===== src/rtl/spt_pkg.sv =====
package spt_pkg;

    typedef logic signed [32:0] t_mul_op;
    typedef logic signed [65:0] t_mul_prod;

    localparam int CFG_ADDR_W = 3;

    localparam logic [CFG_ADDR_W-1:0] CFG_SOGI_GAIN     = 3'd0;
    localparam logic [CFG_ADDR_W-1:0] CFG_SOGI_FREQ     = 3'd1;
    localparam logic [CFG_ADDR_W-1:0] CFG_SAMPLE_PERIOD = 3'd2;
    localparam logic [CFG_ADDR_W-1:0] CFG_PI_KP         = 3'd3;
    localparam logic [CFG_ADDR_W-1:0] CFG_PI_KI         = 3'd4;
    localparam logic [CFG_ADDR_W-1:0] CFG_FREQ_LIMIT    = 3'd5;
    localparam logic [CFG_ADDR_W-1:0] CFG_NOMINAL_FREQ  = 3'd6;

    localparam logic [15:0] RST_SOGI_GAIN     = 16'd23167;
    localparam logic [25:0] RST_SOGI_FREQ     = 26'd20588741;
    localparam logic [31:0] RST_SAMPLE_PERIOD = 32'd214748;
    localparam logic [23:0] RST_PI_KP         = 24'd37421;
    localparam logic [23:0] RST_PI_KI         = 24'd3326997;
    localparam logic [23:0] RST_FREQ_LIMIT    = 24'd4117687;
    localparam logic [25:0] RST_NOMINAL_FREQ  = 26'd20588741;

    localparam int          SAMPLE_SHIFT      = 8;
    localparam longint      HALF_PI_Q30       = 64'd1686629713;
    localparam int          TWO_PI_Q28        = 32'sd1686629713;
    localparam logic [31:0] EIGHT_OVER_PI_Q30 = 32'd2734261102;
    localparam logic [31:0] QUARTER_TURN      = 32'h4000_0000;
    localparam logic [15:0] QUARTER_VALUE     = 16'd32768;

endpackage


===== src/rtl/spt_mult.sv =====
module spt_mult (
    input  logic               i_clk,
    input  spt_pkg::t_mul_op   i_a,
    input  spt_pkg::t_mul_op   i_b,
    output spt_pkg::t_mul_prod o_prod
);

    spt_pkg::t_mul_prod r_prod;

    always_ff @(posedge i_clk) begin
        r_prod <= i_a * i_b;
    end

    assign o_prod = r_prod;

endmodule


===== config.mk =====
export PLATFORM = sky130hd
export DESIGN_NAME = spt_mult
export DESIGN_NICKNAME = d
export VERILOG_FILES = /design/src/rtl/spt_pkg.sv /design/src/rtl/spt_mult.sv
export SDC_FILE = /design/constraint.sdc
export NUM_CORES = 2
export LEC_CHECK = 0
export ABC_AREA = 1
export BUFFER_PORTS_ARGS = -buffer_cell sky130_fd_sc_hd__buf_2
export CORE_MARGIN = 2
export CORE_UTILIZATION = 50
export CTS_BUF_LIST = sky130_fd_sc_hd__clkbuf_4 sky130_fd_sc_hd__clkbuf_8 sky130_fd_sc_hd__clkbuf_16
export DETAILED_ROUTE_END_ITERATION = 6
export PLACE_DENSITY = 0.69
export RECOVER_POWER = 100
export SKIP_LAST_GASP = 1
export SYNTH_ARGS = -nofsm -noshare
export SYNTH_HDL_FRONTEND = slang
export SYNTH_SLANG_ARGS = --single-unit
export TNS_END_PERCENT = 100

===== constraint.sdc =====
create_clock -name i_clk -period 7.7 [get_ports i_clk]
set_clock_uncertainty 0.05 [all_clocks]
set_input_delay 1.54 -clock i_clk [delete_from_list [all_inputs] [get_ports i_clk]]
set_output_delay 1.54 -clock i_clk [all_outputs]
set_load 0.03 [all_outputs]

# After elaboration in Yosys (flattened, before gate mapping)
# Index checks and enable logic that the tools add are counted.
word_totals:
  register_bits: 66
  out_inout_bits: 66
  wordCells: 2
classes:
  mul: 1
ops:
  columns: ["op", "n"]
  rows:
  - ["$mul 33x33->66", 1]

# Logic depth before layout (Yosys ltp)
logic_depth:
  word_depth: 1
  ltp_mapped: 34

# Worst setup path after synthesis
# No wires, ideal clock.
synth_timing:
  path_type: "input-to-reg"
  start: "in i_a[32]"
  end: "reg r_prod[60], in the netlist o_prod[60]"
  arrival_ps: 8183
  required_ps: 7537
  path_slack_ps: -646
  cell_stages: 23
  cell_sequence: "clkbuf_1 > clkbuf_1 > nand2_1 > inv_1 > fa_1 > fa_1 > fa_1 > fa_1 > inv_1 > fa_1 > fa_1 > fa_1 > fa_1 > inv_1 > ha_1 > nand2_1 > nor2_1 > inv_1 > nor3_1 > nand2_1 > and2_0 > nand4_1 > nand2_1"
synth_between:
  elab_chain_len: 1
synth_rtl:
  columns: ["item", "line_no", "source"]
  rows:
  - ["start, declared", "spt_mult.sv:3", "input spt_pkg::t_mul_op i_a,"]
  - ["$mul 33x33->66", "spt_mult.sv:11", "r_prod <= i_a * i_b;"]
  - ["end signal, assigned", "spt_mult.sv:11", null]
  - ["end, declared", "spt_mult.sv:8", "spt_pkg::t_mul_prod r_prod;"]
# No other way between the ends.

# Worst setup path in the final report
layout_timing:
  start: "in i_b[27]"
  end: "reg r_prod[54], in the netlist o_prod[54]"
layout_between:
  elab_chain_len: 1
layout_rtl:
  columns: ["item", "line_no", "source"]
  rows:
  - ["start, declared", "spt_mult.sv:4", "input spt_pkg::t_mul_op i_b,"]
  - ["$mul 33x33->66", "spt_mult.sv:11", null]
# No other way between the ends.

==> flow_summary.toml <==
[critical_path]
critical-path-max-stage-delay_ns = 0.60
worstPathRequired_ns = 7.90
path_common_cell = "fa_1"
cp-start-kind = "input port"
path_class = "in -> reg"
cp_slowest_cell = "fa_2"
cp_max_fo = 9
end_kind = "register"
worstPathArrival_ns = 7.89

[detailed_routing]
routed.top_layer = "met5"
routed-wl-met2_mm = 61.81
wl_met3_mm = 7.202
wl_met1_mm = 46.38
viasPerCell = 4.915
routed_wl_mm = 121.2
drc = 0
vias = 34760
antenna_left = 0
drtIter0Drc = 2224
wire_per_inst_microns = 17.13
first_pass_iters = 5

[sta]
slew_violations = 0
max-slew-margin-rel = 0.6125
setup_viol = 0
setup_tns_ns = 0
rsz0062_at_grt = "yes"
tightest_slew_ns = 0.5803
max_freq_mhz = 130.0
postLayoutSetupSlackWorst_ns = 0.009324
period_minus_slack_ns = 7.691
final_hold_viol_count = 0
period_share = 0.9988

[die]
rows = 107
pin_count = 133
die_area_sq_mm = 0.08871
initial_core_util = 0.5055
dieWidth_microns = 297.9
core_sq_mm = 0.08541
die_y_microns = 297.9

[layout]
nNetsFinal = 7353
design_area_sq_mm = 0.05125
antenna_cells = 0
layout.cells.non_filler = 7073
drive_gt1_frac = 0.1712
nFillCells = 7461
syn2layout_area_growth_pct = 18.71
largest_reg_flops = 66

[clock_tree]
cts_buffers = 9
cts.clk_slew.worst_paths_ns = 0.06
cts.path.max_buffers = 2
h-tree-depth = 3
root_buffer = "clkbuf_16"
cts_tree = "built"
cts.sinks = 66

[job]
cap_violations = 0

[synth]
syn_inst = 5543
synth_area_sq_mm = 0.04317
synth_ff_type = "dfxtp_1"
ys_ff_latch = 66
yosys_warnings = 0
ys_async_sr_fraction = 0
avgSynthCellArea_sq_um = 7.789
yosys.cell_types.count = 35
synth_seq_area_share = 0.03060
synth_edf_count = 0
synth_nets = 6972

[global_routing]
grt_usage = 0.2810
grt_pass1_vias = 37820
grt_antenna_before_repair = 3
grt_max_degree = 28
grt_pass1_wl_mm = 197.2
gr-total-overflow = 0

[status]
outcome = "finished, final reports clean"

[placement]
io_buffers = 132
placed_cell_area_sq_mm = 0.04867
gp_congestion = 0.9744
post-place-ws_ns = -0.5975
dp_cells = 7014
hpwlAfterDp_mm = 106.5

[min_path]
hold_class = "in -> reg"
[final cells by class]
cell class,count,area [sq um],share of cell area
inverter,1895,7134,0.1392
multi-input combinational,3319,35590,0.6943
tap,1144,1431,0.02793
timing repair buffer,633,5456,0.1065
sequential,66,1321,0.02578
clock buffer,11,246.5,0.004809
clock inverter,5,77.57,0.001514
[synth_stat cells, types with 2 or more instances]
cell,n,area share
a21o_1,2,0.00035
a21oi_1,61,0.0071
a21oi_2,4,0.00081
and2_1,2,0.00029
clkbuf_1,262,0.023
dfxtp_1,66,0.031
fa_1,1145,0.53
ha_1,217,0.063
inv_1,1894,0.16
nand2_1,1517,0.13
nand2_2,17,0.0025
nand3_1,70,0.0081
nand3_2,8,0.0019
nand3b_1,3,0.00052
nand4_1,19,0.0028
nor2_1,131,0.011
nor2_2,20,0.0029
nor2_4,3,0.00078
nor3_1,7,0.00081
nor4_1,4,0.00058
o21ai_0,19,0.0022
o21ai_1,3,0.00035
o21bai_1,14,0.0024
or2_2,5,0.00072
xnor2_1,4,0.00081
xor2_1,37,0.0075
[cells in the final DEF (no fill, tap or decap), drive strengths merged]
master	count
nand4	19
xor2	37
bufinv	2
nor2	154
nand2	1534
a21oi	65
and2	3
ha	217
nor3	8
clkbuf	95
or2	6
fa	1145
buf	549
a21boi	1
nand3	78
o21ai	23
inv	1894
clkinv	2
o21a	1
nand3b	3
nor4	5
clkinvlp	2
dfxtp	66
o21bai	14
xnor2	4
a21o	2
[path summary, 6_finish.rpt]
| kind | startpoint | end | slack (ns) | cells past startpoint |
|---|---|---|---|---|
| setup / recovery | i_b[27] | o_prod[54] | 0.009 | 27 |
| hold / removal | i_a[0] | o_prod[0] | 1.77 | 4 |
[kinds of logic after synthesis]
kind of cell / count (synthesis) / synth area share
AOI/OAI and AO/OA: 106 / 0.01377
xor gates and xnor gates: 41 / 0.008317
adders and majority gates: 1362 / 0.5938
buffers and inverters: 2158 / 0.1876
DFF: 66 / 0.03060
and+or+nand+nor: 1810 / 0.1659
[repair_timing]
item / in CTS / in global routing
pin swaps: 8 / 129
buffers inserted: 1 / 37
hold endpoints to repair: 0 / 0
gates cloned: 0 / 7
setup endpoints to repair: 44 / 46
hold buffers: 0 / 0
resized for setup: 89 / 441
[metal layers]
metal | vias to the layer above | track usage
met1 | 17520 | 0.3479
li1 | 15740 | -
met3 | 297 | 0.02647
met5 | - | 0
met4 | 8 | 0.1048
met2 | 1189 | 0.5094
[per-stage QoR]
stage | hold WS (ns) | utilization
2_1_floorplan | 1.754 | -
3_3_place_gp | 1.926 | 0.5698
3_5_place_dp | 1.925 | 0.5698
4_1_cts | 1.758 | 0.5777
5_1_grt | 1.812 | 0.6001
6_report | 1.766 | 0.6001
[worst max-delay path: cells and delay by family]
kind          cells  cell delay (ns)
simple gates      8             0.87
buf+inv          10             1.05
fa+ha+maj         9             4.41
Power is not shown: default switching activity piles up to over one toggle a cycle in this logic, so the estimate is an artifact.
